### src/hw/rtl/smm_pkg.sv
package smm_pkg;

  localparam int unsigned DIM     = 16;
  localparam int unsigned ROW_W   = 4;
  localparam int unsigned ELEM_W  = 32;
  localparam int unsigned PROD_W  = 64;
  localparam int unsigned IDX_W   = (DIM > 1) ? $clog2(DIM) : 1;
  localparam int unsigned DEPTH   = DIM * DIM;
  localparam int unsigned ADDR_W  = (DEPTH > 1) ? $clog2(DEPTH) : 1;
  localparam int unsigned ACC_W   = PROD_W + 1 + IDX_W;

  typedef enum logic [1:0] {
    KIND_WR_A  = 2'd0,
    KIND_WR_B  = 2'd1,
    KIND_QUERY = 2'd2
  } kind_e;

  typedef enum logic [1:0] {
    ST_IDLE,
    ST_ISSUE,
    ST_DRAIN,
    ST_OUT
  } state_e;

  typedef struct packed {
    logic clear;
    logic issue;
  } mac_ctrl_t;

  function automatic logic [ADDR_W-1:0] lin_addr(input logic [ADDR_W-1:0] r,
                                                 input logic [ADDR_W-1:0] c);
    logic [2*ADDR_W-1:0] full;
    full = r * ADDR_W'(DIM) + c;
    return full[ADDR_W-1:0];
  endfunction

endpackage

### src/hw/rtl/smm_mac.sv
module smm_mac (
  input  logic                               clk_i,
  input  logic                               rst_ni,
  input  smm_pkg::mac_ctrl_t                 ctrl_i,
  input  logic signed [smm_pkg::ELEM_W-1:0]  a_i,
  input  logic signed [smm_pkg::ELEM_W-1:0]  b_i,
  output logic                               busy_o,
  output logic        [smm_pkg::PROD_W-1:0]  result_o,
  output logic                               sat_o
);
  import smm_pkg::*;

  logic                     rd_vld_q;
  logic                     prod_vld_q;
  logic signed [PROD_W-1:0] prod_q;
  logic signed [ACC_W-1:0]  acc_q, acc_d;
  logic                     fits;

  always_ff @(posedge clk_i or negedge rst_ni) begin
    if (!rst_ni) begin
      rd_vld_q   <= 1'b0;
      prod_vld_q <= 1'b0;
    end else begin
      rd_vld_q   <= ctrl_i.issue;
      prod_vld_q <= rd_vld_q;
    end
  end

  always_ff @(posedge clk_i) begin
    if (rd_vld_q) begin
      prod_q <= a_i * b_i;
    end
  end

  always_comb begin
    acc_d = acc_q;
    if (ctrl_i.clear) begin
      acc_d = '0;
    end else if (prod_vld_q) begin
      acc_d = acc_q + {{(ACC_W-PROD_W){prod_q[PROD_W-1]}}, prod_q};
    end
  end

  always_ff @(posedge clk_i) begin
    acc_q <= acc_d;
  end

  // sum fits when all bits above the result's sign bit copy it
  assign fits = (&acc_q[ACC_W-1:PROD_W-1]) || !(|acc_q[ACC_W-1:PROD_W-1]);

  always_comb begin
    if (fits) begin
      result_o = acc_q[PROD_W-1:0];
    end else if (acc_q[ACC_W-1]) begin
      result_o = {1'b1, {(PROD_W-1){1'b0}}};
    end else begin
      result_o = {1'b0, {(PROD_W-1){1'b1}}};
    end
  end

  assign sat_o  = !fits;
  assign busy_o = rd_vld_q || prod_vld_q;

endmodule

### config.mk
export PLATFORM = sky130hd
export DESIGN_NAME = smm_mac
export DESIGN_NICKNAME = d
export VERILOG_FILES = /design/src/hw/rtl/smm_pkg.sv /design/src/hw/rtl/smm_mac.sv
export SDC_FILE = /design/constraint.sdc
export NUM_CORES = 2
export LEC_CHECK = 0
export ABC_AREA = 1
export BUFFER_PORTS_ARGS = -buffer_cell sky130_fd_sc_hd__buf_4
export CORE_ASPECT_RATIO = 0.8
export CORE_MARGIN = 2
export CORE_UTILIZATION = 50
export CTS_CLUSTER_SIZE = 28
export DETAILED_ROUTE_END_ITERATION = 10
export GPL_TIMING_DRIVEN = 0
export PLACE_DENSITY = 0.66
export REMOVE_ABC_BUFFERS = 1
export SLEW_MARGIN = 25
export SYNTH_ARGS = -nofsm -noshare
export SYNTH_HDL_FRONTEND = slang
export SYNTH_SLANG_ARGS = --single-unit
### constraint.sdc
create_clock -name clk_i -period 3.05 [get_ports clk_i]
set_clock_uncertainty 0.05 [all_clocks]
set_input_delay 0.305 -clock clk_i [delete_from_list [all_inputs] [get_ports clk_i]]
set_output_delay 0.305 -clock clk_i [all_outputs]
set_load 0.03 [all_outputs]
==> flow_metrics.py <==
metrics = {
    "setup_path": {
        "r2r-end": "acc_q[34]$_SDFFE_PP0P_",
        "timing.rr.start": "prod_q[27]$_DFFE_PP_",
        "path_buf_inv": 13,
        "max_stage_delay_ns": 0.57,
        "critPathMaxFanout": 8,
        "worstSetupPathType": "primary input to register",
        "start_kind": "primary input",
        "worst-path-stages": 31,
        "reg2reg_depth": 12,
        "cpMaxStageDelayCell": "fa_2",
        "cp.arrival_ns": 6.84,
        "crit_family": "adder cells",
        "crit_path_end_kind": "register",
        "cp.required_ns": 3.22,
        "reg2reg_slack_ns": 0.09,
        "cpMostUsedCell": "inv_1",
    },
    "logic_synthesis": {
        "syn_inst": 6307,
        "yosysWarningCount": 0,
        "synth_edf_count": 64,
        "ys_types": 47,
        "ys_seq_area_share_pct": 6.96,
        "avgSynthCellArea_um2": 7.63,
        "synth_flop_cell": "dfxtp_1",
        "syn-cell-area_um2": 48200,
        "ys_async_sr_fraction_pct": 1.48,
        "synth-seq-cells": 135,
    },
    "placed_design": {
        "pre_cts_ws_ns": -5.62,
        "placed_cell_area_um2": 50000,
        "dp_hpwl_um": 117000,
        "gp_congestion": 1.01,
        "port_buffers": 133,
    },
    "outcome": {
        "status": "finished, violations left",
        "failed_checks": "setup timing",
    },
    "sta": {
        "fmax_mhz": 150,
        "fin_ws_ns": -3.61,
        "period_share_pct": 218,
        "rsz0062_at_grt": "true",
        "finalSetupViolations": 58,
        "drv_slew": 0,
        "hold_violations": 0,
        "tightest_slew_ns": 0.881,
        "finalCriticalPeriod_ns": 6.66,
        "max_slew_margin_pct": 40.8,
    },
    "cells_and_area": {
        "multiInputGateArea_um2": 40500,
        "ff_latch_area_um2": 3360,
        "fin_area_um2": 58600,
        "fin_nets": 7905,
        "area_growth_pct": 21.7,
        "layout-drive-gt1-share_pct": 17.2,
        "fill_cells": 8159,
    },
    "routing": {
        "dr.pass1.iters": 5,
        "drc": 0,
        "drtIter0Drc": 4203,
        "routed_wl_um": 168000,
        "wl_per_cell_um": 21.5,
        "viasPerCell": 5.37,
        "vias": 41900,
        "ant_nets": 0,
    },
    "grt": {
        "grtUsageTotal_pct": 34.2,
        "grt_overflow": 0,
        "antenna_found_initial": 5,
        "grt_pass1_wl_um": 254000,
        "grt_pass1_vias": 43100,
        "grt_max_degree": 67,
    },
    "clock_tree": {
        "ctsLongestPathBuffers": 2,
        "cts.sinks": 135,
        "cts_tree": "done",
        "cts_made_buffers": 17,
        "clock-root-buffer": "clkbuf_16",
        "ctsHtreeMaxLevel": 4,
        "clk_pin_slew_worst_paths_ns": 0.07,
        "clock_latency_ns": 0.47,
    },
    "floorplan": {
        "dieHeight_um": 282,
        "die_area_um2": 98800,
        "io_pins": 134,
        "fp-row-count": 101,
        "core-area_um2": 95200,
        "die_w_um": 351,
        "start_util_pct": 50.6,
    },
    "hold_path": {
        "worst_hold_path_type": "primary input to asynchronous set/reset pin",
    },
    "job": {
        "cap_viol_max_count": 0,
    },
}
[layer usage]
metal  wire, um  track usage, %  vias up
li1           -               -    18400
met1      70900            50.1    21100
met5          0               0        -
met2      74300            52.7     2030
met4       5270            8.98        0
met3      17600            6.08      332
[worst register-to-register path: stages, from the launching register on]
cell	delay, ns
edfxtp_1	0.40
ha_1	0.44
nand2_1	0.13
nor2_1	0.23
nand2_1	0.17
nor2_2	0.33
nand4_1	0.36
nor2_1	0.42
nor2_1	0.09
nand2_1	0.07
nand3_1	0.07
nand2_1	0.08
inv_1	0.04
[registers in the layout (all words and copies together), names as in the netlist]
name        cells
prod_vld_q      1
prod_q         64
rd_vld_q        1
acc_q          69
[how the worst max path moves through the flow]
stage / from / endpoint / slack, ns
after CTS: a_i[31] / prod_q[63]$_DFFE_PP_ / -3.66
after floorplan: a_i[31] / prod_q[61]$_DFFE_PP_ / -3.95
after global routing: a_i[31] / prod_q[63]$_DFFE_PP_ / -3.79
after global placement: b_i[2] / prod_q[63]$_DFFE_PP_ / -5.60
after detailed placement: b_i[5] / prod_q[63]$_DFFE_PP_ / -5.62
final: a_i[31] / prod_q[63]$_DFFE_PP_ / -3.61
[area by class of cell]
type                            instances  share of cell area (%)
Antenna cell                            1                 0.00427
Clock buffer                           20                   0.762
Clock inverter                         12                   0.299
Inverter                             1868                    12.0
Multi-Input combinational cell       4078                    69.2
Sequential cell                       135                    5.73
Tap cell                             1287                    2.75
Timing Repair Buffer                  401                    9.28
Timing Repair inverter                  1                  0.0128
[cells in the mapped netlist, drive strengths merged, types with 26 or more instances]
library cell / count / area (um2)
ha: 252 / 3150
nand3: 118 / 601
nor2: 326 / 1260
edfxtp: 64 / 1920
a21oi: 244 / 1240
clkbuf: 216 / 811
inv: 1868 / 7010
nand4: 26 / 163
fa: 1083 / 21700
o21bai: 33 / 248
xor2: 71 / 622
nand2: 1603 / 6050
o21ai: 199 / 1010
dfxtp: 69 / 1380
[cells by family after synthesis]
group / synth area share (%)
AND/OR/NAND/NOR: 17.4
buffers and inverters: 16.4
AO/OA/AOI/OAI: 5.98
flip-flops: 6.96
XOR/XNOR: 1.69
adder cells (fa/ha/maj): 51.6
[cells in the final DEF, fill, tap and decap left out, types with 26 or more instances in the layout]
cell	synthesis	final
a21oi_2	5	37
inv_2	11	91
buf_6	0	62
nor2_4	2	59
inv_1	1857	1771
nand2_1	1589	1467
a21oi_4	0	39
ha_1	252	175
a21oi_1	239	168
nor2_2	10	32
o21ai_2	5	32
nand3_1	116	104
nand2_4	0	56
buf_16	0	81
nand4_1	26	26
dfxtp_1	69	69
o21ai_0	178	136
fa_1	1083	1001
fa_2	0	82
xor2_1	71	52
o21bai_1	33	28
ha_4	0	74
nand2_2	14	79
buf_4	0	216
nor2_1	314	235
edfxtp_1	64	64
[what timing repair did]
action / in CTS / in global routing
gates resized for setup: 935 / 295
setup endpoints to repair: 125 / 145
pin swaps: 296 / 226
hold buffers: 2 / 0
setup buffers: 149 / 73
endpoints found under the hold margin: 3 / 0
gates cloned: 43 / 5
[metrics by stage]
stage	setup TNS, ns	utilization [%]	hold WS [ns]	instances
3_3_place_gp	-369.85	52.4	0.0372	7500
3_5_place_dp	-240.91	52.5	0.0398	7502
5_1_grt	-184.47	61.6	0.156	7802
6_report	-176.13	61.6	0.143	7803
2_1_floorplan	-177.23	-	-0.0406	6080
4_1_cts	-166.69	59.7	0.0967	7727
Power is left out: the tool's default activity adds up to more than one toggle a clock period on the data nets, which glitch-free logic cannot reach.
