### config.mk
export PLATFORM = sky130hd
export DESIGN_NAME = smm_ctrl
export DESIGN_NICKNAME = d
export VERILOG_FILES = /design/src/hw/rtl/smm_pkg.sv /design/src/hw/rtl/smm_ctrl.sv
export SDC_FILE = /design/constraint.sdc
export NUM_CORES = 1
export LEC_CHECK = 0
export ABC_AREA = 1
export BUFFER_PORTS_ARGS = -buffer_cell sky130_fd_sc_hd__buf_2
export CAP_MARGIN = 20
export CORE_MARGIN = 3
export CORE_UTILIZATION = 42
export CTS_CLUSTER_SIZE = 12
export DETAILED_ROUTE_END_ITERATION = 12
export GPL_TIMING_DRIVEN = 0
export PLACE_DENSITY = 0.78
export REMOVE_ABC_BUFFERS = 1
export SYNTH_ARGS = -nofsm -noshare
export SYNTH_HDL_FRONTEND = slang
export SYNTH_SLANG_ARGS = --single-unit
### constraint.sdc
create_clock -name clk_i -period 2 [get_ports clk_i]
set_clock_uncertainty 0.15 [all_clocks]
set_input_delay 0.4 -clock clk_i [delete_from_list [all_inputs] [get_ports clk_i]]
set_output_delay 0.4 -clock clk_i [all_outputs]
set_load 0.05 [all_outputs]
### src/hw/rtl/smm_pkg.sv
package smm_pkg;

  localparam int unsigned DIM     = 16;
  localparam int unsigned ROW_W   = 4;
  localparam int unsigned ELEM_W  = 32;
  localparam int unsigned PROD_W  = 64;
  localparam int unsigned IDX_W   = (DIM > 1) ? $clog2(DIM) : 1;
  localparam int unsigned DEPTH   = DIM * DIM;
  localparam int unsigned ADDR_W  = (DEPTH > 1) ? $clog2(DEPTH) : 1;
  localparam int unsigned ACC_W   = PROD_W + 1 + IDX_W;

  typedef enum logic [1:0] {
    KIND_WR_A  = 2'd0,
    KIND_WR_B  = 2'd1,
    KIND_QUERY = 2'd2
  } kind_e;

  typedef enum logic [1:0] {
    ST_IDLE,
    ST_ISSUE,
    ST_DRAIN,
    ST_OUT
  } state_e;

  typedef struct packed {
    logic clear;
    logic issue;
  } mac_ctrl_t;

  function automatic logic [ADDR_W-1:0] lin_addr(input logic [ADDR_W-1:0] r,
                                                 input logic [ADDR_W-1:0] c);
    logic [2*ADDR_W-1:0] full;
    full = r * ADDR_W'(DIM) + c;
    return full[ADDR_W-1:0];
  endfunction

endpackage

### src/hw/rtl/smm_ctrl.sv
module smm_ctrl (
  input  logic                        clk_i,
  input  logic                        rst_ni,
  input  logic                        s_valid_i,
  output logic                        s_ready_o,
  input  logic [1:0]                  kind_i,
  input  logic [smm_pkg::ROW_W-1:0]   row_i,
  input  logic [smm_pkg::ROW_W-1:0]   col_i,
  output logic                        m_valid_o,
  input  logic                        m_ready_i,
  output logic [smm_pkg::ROW_W-1:0]   out_row_o,
  output logic [smm_pkg::ROW_W-1:0]   out_col_o,
  output logic                        we_a_o,
  output logic                        we_b_o,
  output logic [smm_pkg::ADDR_W-1:0]  waddr_o,
  output logic                        re_o,
  output logic [smm_pkg::ADDR_W-1:0]  ra_addr_o,
  output logic [smm_pkg::ADDR_W-1:0]  rb_addr_o,
  output smm_pkg::mac_ctrl_t          mac_o,
  input  logic                        mac_busy_i
);
  import smm_pkg::*;

  state_e            state_q, state_d;
  logic [IDX_W-1:0]  k_q, k_d;
  logic [ROW_W-1:0]  row_q, row_d;
  logic [ROW_W-1:0]  col_q, col_d;
  logic              in_range;
  logic              last_k;

  assign in_range = (int'(row_i) < DIM) && (int'(col_i) < DIM);
  assign last_k   = (int'(k_q) == DIM - 1);

  always_ff @(posedge clk_i or negedge rst_ni) begin
    if (!rst_ni) begin
      state_q <= ST_IDLE;
      k_q     <= '0;
      row_q   <= '0;
      col_q   <= '0;
    end else begin
      state_q <= state_d;
      k_q     <= k_d;
      row_q   <= row_d;
      col_q   <= col_d;
    end
  end

  always_comb begin
    state_d   = state_q;
    k_d       = k_q;
    row_d     = row_q;
    col_d     = col_q;
    s_ready_o = 1'b0;
    m_valid_o = 1'b0;
    we_a_o    = 1'b0;
    we_b_o    = 1'b0;
    re_o      = 1'b0;
    mac_o     = '0;
    case (state_q)
      ST_IDLE: begin
        s_ready_o = 1'b1;
        if (s_valid_i) begin
          case (kind_e'(kind_i))
            KIND_WR_A: begin
              we_a_o = in_range;
            end
            KIND_WR_B: begin
              we_b_o = in_range;
            end
            KIND_QUERY: begin
              row_d       = row_i;
              col_d       = col_i;
              k_d         = '0;
              mac_o.clear = 1'b1;
              state_d     = in_range ? ST_ISSUE : ST_OUT;
            end
            default: begin
            end
          endcase
        end
      end
      ST_ISSUE: begin
        re_o        = 1'b1;
        mac_o.issue = 1'b1;
        k_d         = k_q + 1'b1;
        if (last_k) begin
          k_d     = '0;
          state_d = ST_DRAIN;
        end
      end
      ST_DRAIN: begin
        if (!mac_busy_i) begin
          state_d = ST_OUT;
        end
      end
      ST_OUT: begin
        m_valid_o = 1'b1;
        if (m_ready_i) begin
          state_d = ST_IDLE;
        end
      end
      default: begin
        state_d = ST_IDLE;
      end
    endcase
  end

  assign waddr_o   = lin_addr(ADDR_W'(row_i), ADDR_W'(col_i));
  assign ra_addr_o = lin_addr(ADDR_W'(row_q), ADDR_W'(k_q));
  assign rb_addr_o = lin_addr(ADDR_W'(k_q), ADDR_W'(col_q));
  assign out_row_o = row_q;
  assign out_col_o = col_q;

  a_no_rw_overlap: assert property (@(posedge clk_i) disable iff (!rst_ni)
    !(re_o && (we_a_o || we_b_o)))
    else $error("store read and write in the same cycle");

  a_idle_mac_quiet: assert property (@(posedge clk_i) disable iff (!rst_ni)
    (state_q == ST_IDLE) |-> !mac_busy_i)
    else $error("mac pipeline busy while idle");

  a_issue_to_drain: assert property (@(posedge clk_i) disable iff (!rst_ni)
    (state_q == ST_ISSUE && last_k) |=> (state_q == ST_DRAIN && mac_busy_i))
    else $error("last product not in flight after issue");

  a_one_result: assert property (@(posedge clk_i) disable iff (!rst_ni)
    (m_valid_o && m_ready_i) |=> !m_valid_o)
    else $error("result delivered twice");

endmodule

==> impl_metrics.env <==
export IMPL_synthesis_instances=110
export IMPL_cts_made_buffers=3
export IMPL_drc=0
export IMPL_r2r_slack_ns=0.34
export IMPL_area_delta_synth_final_pct=32.3
export IMPL_die_width_microns=52.5
export IMPL_vias=804
export IMPL_wl_mm=1.88
export IMPL_multi_input_area_sq_um=389
export IMPL_dieArea_sq_mm=0.00276
export IMPL_hpwl_mm=1.39
export IMPL_synth_area_sq_um=910
export IMPL_cts_reportedPaths_clkPinSlew_ns=0.09
export IMPL_max_freq_mhz=507
export IMPL_core_area_sq_mm=0.00200
export IMPL_grt_pass1_vias=685
export IMPL_clock_sinks=14
export IMPL_io_buffer_count=53
export IMPL_yosys_warnings=0
export IMPL_synth_cell_types=19
export IMPL_layout_drive_gt1_share_pct=52.0
export IMPL_layout_min_cycle_time_ns=1.97
export IMPL_grt_pass1_wl_mm=2.93
export IMPL_io_pins=54
export IMPL_worstMarginPinSlew_ns=0.315
export IMPL_synth_seq_area_share_pct=38.5
export IMPL_die_y_microns=52.5
export IMPL_hold_depth=3
export IMPL_start_kind="flip-flop"
export IMPL_setup_violations=0
export IMPL_drt_pass1_iterations=2
export IMPL_worstPathRequired_ns=1.45
export IMPL_ys_ff_latch=14
export IMPL_routedWlPerCell_microns=10.5
export IMPL_clk_latency_ns=0.28
export IMPL_drt_initial_drc_count=5
export IMPL_syn_area_per_cell_sq_um=8.27
export IMPL_dpl_worst_slack_ns=-0.0464
export IMPL_holdPathEnd="out_col_o[3]"
export IMPL_cts_tree="yes"
export IMPL_regArea_sq_um=350
export IMPL_r2r_end="k_q[0]"
export IMPL_drv_cap=0
export IMPL_worstPathMaxFanout=5
export IMPL_ant_nets=0
export IMPL_arrival_ns=1.42
export IMPL_path_class="reg2out"
export IMPL_clock_path_buffers=2
export IMPL_hold_start="col_i[3]"
export IMPL_reg2reg_from="state_q[1]"
export IMPL_layout_setup_ws_ns=0.0267
export IMPL_antenna_cells=0
export IMPL_vias_per_cell=4.49
export IMPL_cts_max_level=1
export IMPL_max_slew_margin_pct=79.0
export IMPL_grt_max_degree=15
export IMPL_overflow=0
export IMPL_slew_viol_final=0
export IMPL_final_common_cell="buf_2"
export IMPL_crit_path_end_kind="output port"
export IMPL_root_buffer="clkbuf_4"
export IMPL_track_usage_pct=14.7
export IMPL_final_core_util_pct=60.1
export IMPL_holdCritPathClass="in2reg"
export IMPL_nNetsFinal=173
export IMPL_finalCritPeriodShare_pct=98.7
export IMPL_gp_congestion=0.686
export IMPL_fill_cells=181
export IMPL_fin_setup_tns_ns=0
export IMPL_rows=16
export IMPL_antenna_found_initial=0
export IMPL_reg2reg_depth=9
export IMPL_hold_worst_slack_ns=0.165
export IMPL_status="completed"
export IMPL_rsz0062_at_grt="yes"
export IMPL_initial_utilization_pct=45.4
export IMPL_final_cell_mix="buf_2 (48), nand2_1 (37), dfrtp_1 (14)"
export IMPL_final_hold_viol_count=0
[worst max-delay path, stage by stage (launching register included)]
cell and delay [ns]:
dfrtp_1 0.41, inv_2 0.09, ha_4 0.15, nand2_2 0.08, inv_4 0.09, nand2_1 0.07, nor2_2 0.10, buf_6 0.16
[area by class of cell]
type	instances	share of cell area, %
Timing Repair Buffer	60	29.0
Sequential cell	14	29.1
Inverter	8	3.74
Clock buffer	4	3.01
Multi-Input combinational cell	66	32.3
Tap cell	27	2.81
[per-layer routing]
metal	share of wire [%]	wire length, microns	vias to the layer above	track usage (%)
li1	-	-	407	-
met1	43	815	350	17.2
met2	45	856	43	23.8
met3	9.6	181	4	4.27
met4	1.6	31	0	8.09
met5	0	0	-	0
[through the flow]
step | instances | instance area [sq um]
2_1_floorplan | 88 | 741
3_3_place_gp | 168 | 1040
3_5_place_dp | 168 | 1040
4_1_cts | 175 | 1140
5_1_grt | 179 | 1200
6_report | 179 | 1200
[synth_stat cells]
| cell type | instances | area (sq um) |
|---|---|---|
| nor2_1 | 4 | 15.0 |
| nand2_2 | 4 | 25.0 |
| dfrtp_1 | 14 | 350 |
| nor2_4 | 1 | 11.3 |
| inv_1 | 5 | 18.8 |
| nand2_1 | 37 | 139 |
| nand4_1 | 2 | 12.5 |
| ha_1 | 5 | 62.6 |
| o21ai_0 | 2 | 10.0 |
| buf_6 | 1 | 11.3 |
| nand3_1 | 4 | 20.0 |
| o21a_1 | 2 | 15.0 |
| inv_2 | 2 | 7.51 |
| a21oi_1 | 2 | 10.0 |
| a22oi_4 | 1 | 21.3 |
| nor3_1 | 1 | 5.00 |
| inv_8 | 1 | 11.3 |
| buf_4 | 21 | 158 |
| or2_2 | 1 | 6.26 |
[worst max path at each step]
stage               end  slack, ns  cells past startpoint       start
2_1_floorplan    we_a_o      -0.72                      4  state_q[0]
3_3_place_gp   mac_o[1]      -0.04                      7  state_q[0]
3_5_place_dp   mac_o[1]      -0.05                      7  state_q[0]
4_1_cts        mac_o[1]       0.01                      7  state_q[0]
5_1_grt          we_b_o      -0.05                      7  state_q[1]
6_report         we_b_o       0.03                      7  state_q[1]
[cell families after synthesis]
logic type | synth area share (%)
DFF | 38.5
and+or+nand+nor | 25.7
buffers and inverters | 22.7
adders and majority gates | 6.88
AOI/OAI and AO/OA | 6.19
[registers in the layout, indices dropped and copies added (netlist names)]
name,cells
state_q,2
k_q,4
out_row_o,4
out_col_o,4
[repair_timing]
action | CTS | global route
setup endpoints to repair | 3 | 5
gates cloned | 0 | 0
setup buffers | 2 | 4
hold buffers | 1 | 0
endpoints found under the hold margin | 14 | 0
resized for setup | 10 | 11
Power is not shown: default switching activity piles up to over one toggle a cycle in this logic, so the estimate is an artifact.
